==> src/hw/rtl/hsv2rgb_pkg.sv <==
package hsv2rgb_pkg;

  // Channel precision. Saturation, brightness and the outputs are fractions of MaxV.
  localparam int ChannelBits = 8;
  localparam int MaxV        = (1 << ChannelBits) - 1;

  // Hue is carried in whole degrees.
  localparam int HueW      = 9;
  localparam int HueWrap   = 360;
  localparam int SectorDeg = 60;
  localparam int RemW      = $clog2(SectorDeg);

  // Common denominator of the q and t terms.
  localparam int DenQ  = SectorDeg * MaxV;
  localparam int DenQW = $clog2(DenQ + 1);

  // Width of the rounded q and t numerators, v * (DenQ - s * f) + DenQ / 2.
  localparam int NumW = ChannelBits + DenQW;

  // Division by DenQ is a multiply by a rounded-up reciprocal followed by a shift.
  // The shift is long enough for the quotient to be exact over the whole
  // numerator range.
  localparam int RecipShift = NumW + DenQW + 1;
  localparam int RecipW     = RecipShift - DenQW + 1;
  localparam int ProdW      = NumW + RecipW;
  localparam longint unsigned RecipMulL =
      ((64'd1 << RecipShift) + 64'(DenQ) - 64'd1) / 64'(DenQ);
  localparam logic [RecipW-1:0] RecipMul = RecipW'(RecipMulL);

  // Hue sector, sixty degrees each, named by the colors at its ends.
  typedef enum logic [2:0] {
    SecRedYellow,
    SecYellowGreen,
    SecGreenCyan,
    SecCyanBlue,
    SecBlueMagenta,
    SecMagentaRed
  } sector_e;

endpackage

==> src/hw/rtl/hsv2rgb_rdiv.sv <==
module hsv2rgb_rdiv (
  input  logic                                clk_i,
  input  logic [hsv2rgb_pkg::NumW-1:0]        num_i,
  output logic [hsv2rgb_pkg::ChannelBits-1:0] quo_o
);

  // One multiply by the reciprocal; the quotient sits above the shift point.
  logic [hsv2rgb_pkg::ProdW-1:0]       prod;
  logic [hsv2rgb_pkg::ChannelBits-1:0] quo_q;

  assign prod = hsv2rgb_pkg::ProdW'(num_i) * hsv2rgb_pkg::ProdW'(hsv2rgb_pkg::RecipMul);

  always_ff @(posedge clk_i) begin
    quo_q <= prod[hsv2rgb_pkg::RecipShift +: hsv2rgb_pkg::ChannelBits];
  end

  assign quo_o = quo_q;

endmodule

==> src/hw/rtl/hsv_to_rgb_converter.sv <==
// HSV to RGB color converter. One color word is taken per clock: a word is
// accepted on any rising edge with start_i high, and busy_o stays low because
// every stage advances on every clock. The matching RGB word appears on red_o,
// green_o and blue_o, marked by a one-cycle valid_o pulse; the receiver cannot
// stall, so it must take each word in the cycle it is shown. The result is
// registered through the stage chain: hue reduction, the term products, the
// numerator products, the reciprocal multiply that divides by sixty times full
// scale, and the sector mux in the output register. Hue is in whole degrees;
// 360 and above wrap by subtracting 360 once. A zero saturation gives gray
// equal to the brightness. Each term is rounded half up to the nearest
// channel code.
module hsv_to_rgb_converter (
  input  logic                                clk_i,
  input  logic                                rst_ni,
  input  logic                                start_i,
  output logic                                busy_o,
  input  logic [hsv2rgb_pkg::HueW-1:0]        hue_i,
  input  logic [hsv2rgb_pkg::ChannelBits-1:0] saturation_i,
  input  logic [hsv2rgb_pkg::ChannelBits-1:0] brightness_i,
  output logic                                valid_o,
  output logic [hsv2rgb_pkg::ChannelBits-1:0] red_o,
  output logic [hsv2rgb_pkg::ChannelBits-1:0] green_o,
  output logic [hsv2rgb_pkg::ChannelBits-1:0] blue_o
);

  localparam int Cb   = hsv2rgb_pkg::ChannelBits;
  localparam int HueW = hsv2rgb_pkg::HueW;
  localparam int RemW = hsv2rgb_pkg::RemW;
  localparam int Sd   = hsv2rgb_pkg::SectorDeg;

  // The pipeline never holds off the sender.
  assign busy_o = 1'b0;

  // ---------------------------------------------------------------------------
  // Stage 1: wrap the hue and split it into sector and remainder.
  // ---------------------------------------------------------------------------
  logic [HueW-1:0]      hue_red;
  logic [HueW-1:0]      sec_base;
  hsv2rgb_pkg::sector_e sector_d;

  always_comb begin
    if (hue_i >= HueW'(hsv2rgb_pkg::HueWrap)) begin
      hue_red = hue_i - HueW'(hsv2rgb_pkg::HueWrap);
    end else begin
      hue_red = hue_i;
    end
    if (hue_red < HueW'(Sd)) begin
      sector_d = hsv2rgb_pkg::SecRedYellow;
      sec_base = '0;
    end else if (hue_red < HueW'(2 * Sd)) begin
      sector_d = hsv2rgb_pkg::SecYellowGreen;
      sec_base = HueW'(Sd);
    end else if (hue_red < HueW'(3 * Sd)) begin
      sector_d = hsv2rgb_pkg::SecGreenCyan;
      sec_base = HueW'(2 * Sd);
    end else if (hue_red < HueW'(4 * Sd)) begin
      sector_d = hsv2rgb_pkg::SecCyanBlue;
      sec_base = HueW'(3 * Sd);
    end else if (hue_red < HueW'(5 * Sd)) begin
      sector_d = hsv2rgb_pkg::SecBlueMagenta;
      sec_base = HueW'(4 * Sd);
    end else begin
      sector_d = hsv2rgb_pkg::SecMagentaRed;
      sec_base = HueW'(5 * Sd);
    end
  end

  logic                 s1_valid_q;
  hsv2rgb_pkg::sector_e s1_sector_q;
  logic [RemW-1:0]      s1_rem_q;
  logic [Cb-1:0]        s1_sat_q;
  logic [Cb-1:0]        s1_val_q;

  always_ff @(posedge clk_i) begin
    s1_sector_q <= sector_d;
    s1_rem_q    <= RemW'(hue_red - sec_base);
    s1_sat_q    <= saturation_i;
    s1_val_q    <= brightness_i;
  end

  // ---------------------------------------------------------------------------
  // Stage 2: the first products. p needs v * (1 - S); q and t need S * f and
  // S * (1 - f), both scaled by sixty.
  // ---------------------------------------------------------------------------
  logic                 s2_valid_q;
  hsv2rgb_pkg::sector_e s2_sector_q;
  logic [Cb-1:0]        s2_val_q;
  logic [2*Cb-1:0]      s2_pn_q;
  logic [Cb+RemW-1:0]   s2_sq_q;
  logic [Cb+RemW-1:0]   s2_st_q;
  logic [RemW-1:0]      rem_inv;

  assign rem_inv = RemW'(Sd) - s1_rem_q;

  always_ff @(posedge clk_i) begin
    s2_sector_q <= s1_sector_q;
    s2_val_q    <= s1_val_q;
    s2_pn_q     <= (2*Cb)'(s1_val_q) * (2*Cb)'(Cb'(hsv2rgb_pkg::MaxV) - s1_sat_q);
    s2_sq_q     <= (Cb+RemW)'(s1_sat_q) * (Cb+RemW)'(s1_rem_q);
    s2_st_q     <= (Cb+RemW)'(s1_sat_q) * (Cb+RemW)'(rem_inv);
  end

  // ---------------------------------------------------------------------------
  // Stage 3: rounded numerators of q and t, and the finished p term. Division
  // of p by full scale uses the 2^n - 1 identity, exact over the whole range.
  // ---------------------------------------------------------------------------
  localparam int DqW = hsv2rgb_pkg::DenQW;
  localparam int NmW = hsv2rgb_pkg::NumW;

  logic [DqW-1:0]  q_fac;
  logic [DqW-1:0]  t_fac;
  logic [2*Cb-1:0] p_num;
  logic [2*Cb:0]   p_sum;

  assign q_fac = DqW'(hsv2rgb_pkg::DenQ) - DqW'(s2_sq_q);
  assign t_fac = DqW'(hsv2rgb_pkg::DenQ) - DqW'(s2_st_q);
  assign p_num = s2_pn_q + (2*Cb)'(hsv2rgb_pkg::MaxV / 2);
  assign p_sum = (2*Cb+1)'(p_num) + (2*Cb+1)'(p_num >> Cb) + (2*Cb+1)'(1);

  logic                 s3_valid_q;
  hsv2rgb_pkg::sector_e s3_sector_q;
  logic [Cb-1:0]        s3_val_q;
  logic [Cb-1:0]        s3_p_q;
  logic [NmW-1:0]       s3_qn_q;
  logic [NmW-1:0]       s3_tn_q;

  always_ff @(posedge clk_i) begin
    s3_sector_q <= s2_sector_q;
    s3_val_q    <= s2_val_q;
    s3_p_q      <= p_sum[Cb +: Cb];
    s3_qn_q     <= NmW'(s2_val_q) * NmW'(q_fac) + NmW'(hsv2rgb_pkg::DenQ / 2);
    s3_tn_q     <= NmW'(s2_val_q) * NmW'(t_fac) + NmW'(hsv2rgb_pkg::DenQ / 2);
  end

  // ---------------------------------------------------------------------------
  // Stage 4: divide q and t by sixty times full scale.
  // ---------------------------------------------------------------------------
  logic [Cb-1:0] q_term;
  logic [Cb-1:0] t_term;

  hsv2rgb_rdiv u_div_q (
    .clk_i (clk_i),
    .num_i (s3_qn_q),
    .quo_o (q_term)
  );

  hsv2rgb_rdiv u_div_t (
    .clk_i (clk_i),
    .num_i (s3_tn_q),
    .quo_o (t_term)
  );

  logic                 s4_valid_q;
  hsv2rgb_pkg::sector_e s4_sector_q;
  logic [Cb-1:0]        s4_val_q;
  logic [Cb-1:0]        s4_p_q;

  always_ff @(posedge clk_i) begin
    s4_sector_q <= s3_sector_q;
    s4_val_q    <= s3_val_q;
    s4_p_q      <= s3_p_q;
  end

  // ---------------------------------------------------------------------------
  // Stage 5: route the terms to the channels by sector. With zero saturation
  // every term equals the brightness, so gray needs no separate path.
  // ---------------------------------------------------------------------------
  logic [Cb-1:0] red_d;
  logic [Cb-1:0] green_d;
  logic [Cb-1:0] blue_d;

  always_comb begin
    case (s4_sector_q)
      hsv2rgb_pkg::SecRedYellow: begin
        red_d = s4_val_q; green_d = t_term;   blue_d = s4_p_q;
      end
      hsv2rgb_pkg::SecYellowGreen: begin
        red_d = q_term;   green_d = s4_val_q; blue_d = s4_p_q;
      end
      hsv2rgb_pkg::SecGreenCyan: begin
        red_d = s4_p_q;   green_d = s4_val_q; blue_d = t_term;
      end
      hsv2rgb_pkg::SecCyanBlue: begin
        red_d = s4_p_q;   green_d = q_term;   blue_d = s4_val_q;
      end
      hsv2rgb_pkg::SecBlueMagenta: begin
        red_d = t_term;   green_d = s4_p_q;   blue_d = s4_val_q;
      end
      default: begin
        red_d = s4_val_q; green_d = s4_p_q;   blue_d = q_term;
      end
    endcase
  end

  logic          valid_q;
  logic [Cb-1:0] red_q;
  logic [Cb-1:0] green_q;
  logic [Cb-1:0] blue_q;

  always_ff @(posedge clk_i) begin
    red_q   <= red_d;
    green_q <= green_d;
    blue_q  <= blue_d;
  end

  // Valid bits travel alongside the data through every stage.
  always_ff @(posedge clk_i or negedge rst_ni) begin
    if (!rst_ni) begin
      s1_valid_q <= 1'b0;
      s2_valid_q <= 1'b0;
      s3_valid_q <= 1'b0;
      s4_valid_q <= 1'b0;
      valid_q    <= 1'b0;
    end else begin
      s1_valid_q <= start_i && !busy_o;
      s2_valid_q <= s1_valid_q;
      s3_valid_q <= s2_valid_q;
      s4_valid_q <= s3_valid_q;
      valid_q    <= s4_valid_q;
    end
  end

  assign valid_o = valid_q;
  assign red_o   = red_q;
  assign green_o = green_q;
  assign blue_o  = blue_q;

`ifndef SYNTHESIS
  // Every accepted word comes out, marked by valid_o.
  a_latency : assert property (@(posedge clk_i) disable iff (!rst_ni)
    (start_i && !busy_o) |-> ##5 valid_o)
    else $error("accepted word did not appear after five cycles");

  // Zero saturation gives gray at the input brightness.
  a_gray : assert property (@(posedge clk_i) disable iff (!rst_ni)
    (start_i && !busy_o && saturation_i == '0) |-> ##5
      (red_o == $past(brightness_i, 5) && green_o == $past(brightness_i, 5) &&
       blue_o == $past(brightness_i, 5)))
    else $error("zero saturation did not give gray");

  // The largest channel always equals the brightness.
  a_max_channel : assert property (@(posedge clk_i) disable iff (!rst_ni)
    (start_i && !busy_o) |-> ##5
      (red_o == $past(brightness_i, 5) || green_o == $past(brightness_i, 5) ||
       blue_o == $past(brightness_i, 5)))
    else $error("no channel carries the brightness");

  // No channel exceeds the brightness.
  a_bounded : assert property (@(posedge clk_i) disable iff (!rst_ni)
    (start_i && !busy_o) |-> ##5
      (red_o <= $past(brightness_i, 5) && green_o <= $past(brightness_i, 5) &&
       blue_o <= $past(brightness_i, 5)))
    else $error("channel above brightness");
`endif

endmodule

==> config.mk <==
export PLATFORM = sky130hd
export DESIGN_NAME = hsv_to_rgb_converter
export DESIGN_NICKNAME = d
export VERILOG_FILES = /design/src/hw/rtl/hsv2rgb_pkg.sv /design/src/hw/rtl/hsv2rgb_rdiv.sv /design/src/hw/rtl/hsv_to_rgb_converter.sv
export SDC_FILE = /design/constraint.sdc
export NUM_CORES = 2
export LEC_CHECK = 0
export ABC_AREA = 1
export ABC_CLOCK_PERIOD_IN_PS = 13600
export BUFFER_PORTS_ARGS = -buffer_cell sky130_fd_sc_hd__buf_2
export CAP_MARGIN = 30
export CORE_ASPECT_RATIO = 1.75
export CORE_UTILIZATION = 30
export DETAILED_ROUTE_END_ITERATION = 8
export MAX_ROUTING_LAYER = met4
export PLACE_DENSITY = 0.54
export SETUP_SLACK_MARGIN = 0.15
export SKIP_LAST_GASP = 1
export SYNTH_ARGS = -nofsm -noshare
export SYNTH_HDL_FRONTEND = slang
export SYNTH_SLANG_ARGS = --single-unit
==> constraint.sdc <==
create_clock -name clk_i -period 13.6 [get_ports clk_i]
set_clock_uncertainty 0.05 [all_clocks]
set_input_delay 4.08 -clock clk_i [delete_from_list [all_inputs] [get_ports clk_i]]
set_output_delay 4.08 -clock clk_i [all_outputs]
set_load 0.005 [all_outputs]
==> flow_summary_export.csv <==
group,metric,value,unit
status,status,"completed",
critical_path,timing.critical_path.fanout_max,7,
detailed_routing,detail_route.vias_per_cell,4.58,
detailed_routing,drtAntennaViolNets,0,
logic_synthesis,synth_async_sr_flop_share,0.0244,
clocking,clock_tree.buffer_depth,3,
logic_synthesis,synthDominantCellAreaShare,0.284,
clocking,clk_pin_slew,70,ps
clocking,total_clock_sinks,205,
sta,setup_violations,0,
logic_synthesis,postSynthRegisterBits,205,
layout,fin_nets,5507,
logic_synthesis,synth-seq-area-share,0.118,
logic_synthesis,syn_avg_cell_area,8.12,sq um
clocking,cts_buffers,21,
layout,utilization,0.327,
sta,fin_tns_setup,0,ps
die,die_area,0.118,sq mm
logic_synthesis,synth.cell_area,0.0349,sq mm
logic_synthesis,synth_area_leaders,"fa_1, ha_1, inv_1",
global_routing,total_overflow_reported_by_the_global_router,0,
global_routing,grt_pass1_vias,29900,
global_routing,pin_count_of_the_biggest_net_entering_global_routing,25,
detailed_routing,drt_pre_antenna_iters,5,
clocking,clock_latency,560,ps
detailed_routing,post_drt_wl_per_cell,16.0,um
sta,final.min_clock_period,6190,ps
worst_hold_path,worst_hold_path_type,"reg -> reg",
logic_synthesis,synth_cells,4302,
layout,fillerInstances,12200,
critical_path,start_kind,"input port",
flow_run,cap_viol_max_count,0,
clocking,clock_tree.root_cell,"clkbuf_16",
sta,max_slew_margin,0.414,
clocking,post_cts_resize_count,0,
global_routing,global_route.usage.total,0.170,
place,portbufs,52,
global_routing,grt_pass1_wl,151000,um
sta,achievable-frequency,0.162,GHz
layout,multi_input_area,0.0264,sq mm
clocking,ctsHtreeMaxLevel,1,
layout,area.growth.synth_to_final,8.00,%
sta,timing.final.hold_violations,0,
critical_path,worst_ep_required_time,13980,ps
detailed_routing,detailedRoute.firstIterationViolations,915,
clocking,post-cts-setup-buffers,0,
die,initial_core_util,0.303,
clocking,cts_hold_buf,0,
sta,period_utilization_post_route,0.455,
sta,transition_time_at_the_pin_with_the_least_slew_margin,875,ps
layout,post_route_cells_drive_above_1_share,0.0392,
logic_synthesis,netlist-cell-type-count,55,
critical_path,setup.reg_to_reg.worst_slack,7740,ps
logic_synthesis,yosys_warnings,0,
layout,finish.instance_area,0.0377,sq mm
critical_path,timing.critical_path.to_type,"flop",
die,row_count,165,
die,die_width,260,um
logic_synthesis,synth_edf_count,0,
logic_synthesis,synthDominantAreaCellType,"fa_1",
logic_synthesis,syn_nets,5461,
detailed_routing,vias,26900,
logic_synthesis,ys_dominant_reg_cell,"dfxtp_1",
place,globalplace.congestion,0.928,
detailed_routing,remaining_drc_errors,0,
sta,timing.final.max_slew_violations,0,
detailed_routing,totalWireLength,93700,um
place,post-dp-hpwl,83300,um
die,floorplan.die.height,453,um
sta,rsz0062_at_grt,"false",
layout,sequential_cell_area,0.00413,sq mm
clocking,cts_tree,"yes",
critical_path,worst-endpoint-arrival,6570,ps
die,io_pins,54,
global_routing,grt_antenna_before_repair,1,
critical_path,crit_type,"in -> reg",
place,placement.cell_area,0.0370,sq mm
die,fp.coreArea,0.115,sq mm
[Yosys cell counts (all sizes together) (16+ instances only)]
library cell,n
a21o,29
o21ai,85
a31oi,16
ha,635
clkbuf,37
nand4,31
fa,496
dfxtp,200
xor2,62
or2,22
nand3,150
nor3,32
nand2,737
nor2,380
inv,1104
a21oi,152
xnor2,27
[state kept, by name (all words and copies together), names as in the netlist, 6 cells and up]
signal         cells
s3_tn_q           22
s3_qn_q           21
s2_pn_q           16
s2_st_q           14
s2_sq_q           13
blue_o             8
green_o            8
red_o              8
s1_sat_q           8
s1_val_q           8
s2_val_q           8
s3_p_q             8
s3_val_q           8
s4_p_q             8
s4_val_q           8
u_div_q.quo_o      8
u_div_t.quo_o      8
s1_rem_q           6
[routing by layer]
layer	GRT usage	share of wire
met1	0.145	0.33
met2	0.350	0.59
met3	0.00866	0.018
met4	0.102	0.069
met5	-	0
[cell families after synthesis]
group | Yosys count | share of synthesized area
buffers and inverters | 1158 | 0.125
DFF | 205 | 0.118
other | 1 | 0.000107
and+or+nand+nor | 1370 | 0.164
AOI/OAI and AO/OA | 348 | 0.0581
xor gates and xnor gates | 89 | 0.0227
adders and majority gates | 1131 | 0.512
[per-stage QoR]
stage,cells,setup WS [ps],hold WS [ps]
3_3_place_gp,5828,6750,260
4_1_cts,5865,7420,278
5_1_grt,5866,7160,282
3_5_place_dp,5828,6840,262
2_1_floorplan,4302,7450,260
6_report,5866,7410,275
[layout by cell type (no fill, tap or decap), types with 6 or more instances in the layout]
master	Yosys	layout
nand3b_1	6	6
nand2_1	718	718
a31oi_1	16	16
o2111ai_1	15	15
nor3_1	29	29
nand3_1	145	145
dfxtp_1	200	200
xnor2_1	26	26
or2_1	6	6
xor2_1	61	61
or2_2	15	15
o21ai_0	77	77
nand4_1	30	30
nor4_1	8	8
a21o_1	29	29
inv_1	1098	1098
ha_1	635	635
fa_1	496	496
clkinv_1	9	9
clkbuf_16	0	21
nor2_2	11	11
nor2_1	366	366
buf_2	5	52
buf_4	2	16
o21a_1	6	6
a21oi_1	152	152
inv_2	6	6
o21bai_1	15	15
o22ai_1	8	8
o21ai_1	6	6
nand2_2	15	15
[final cells by class]
cell class / instances / area share
multi-input cells: 2939 / 0.701
inverters: 1113 / 0.111
flip-flops and latches: 205 / 0.109
well taps: 1503 / 0.0499
clock buffers: 26 / 0.0155
repair buffers: 68 / 0.0101
clock inverters: 11 / 0.00342
diodes: 1 / 0.0000663
[path summary, 6_finish.rpt]
kind                                    endpoint  cells after the start   startpoint
worst min-delay path                 s4_val_q[1]                      0  s3_val_q[1]
max in group asynchronous             s1_valid_q                      1       rst_ni
worst min register to register       s4_val_q[1]                      0  s3_val_q[1]
min in group asynchronous             s3_valid_q                      1       rst_ni
worst max-delay path                 s1_rem_q[5]                     19     hue_i[3]
worst max register to register  u_div_t.quo_o[7]                     24  s3_tn_q[18]
[worst max-delay path, cell delays in order]
cell and delay [ps]:
buf_2 130, inv_1 100, ha_1 240, nor2_2 70, nor2_2 140, nand2_4 110, nand3_1 80, nand2_1 130
nor2_2 210, nand2_1 120, nand2_1 150, nand3_1 120, ha_1 340, nand2_1 70, nand2_1 40, a31oi_1 240
inv_1 70, nand2_1 70, nand2_1 40
Power is not shown: default switching activity piles up to over one toggle a cycle in this logic, so the estimate is an artifact.
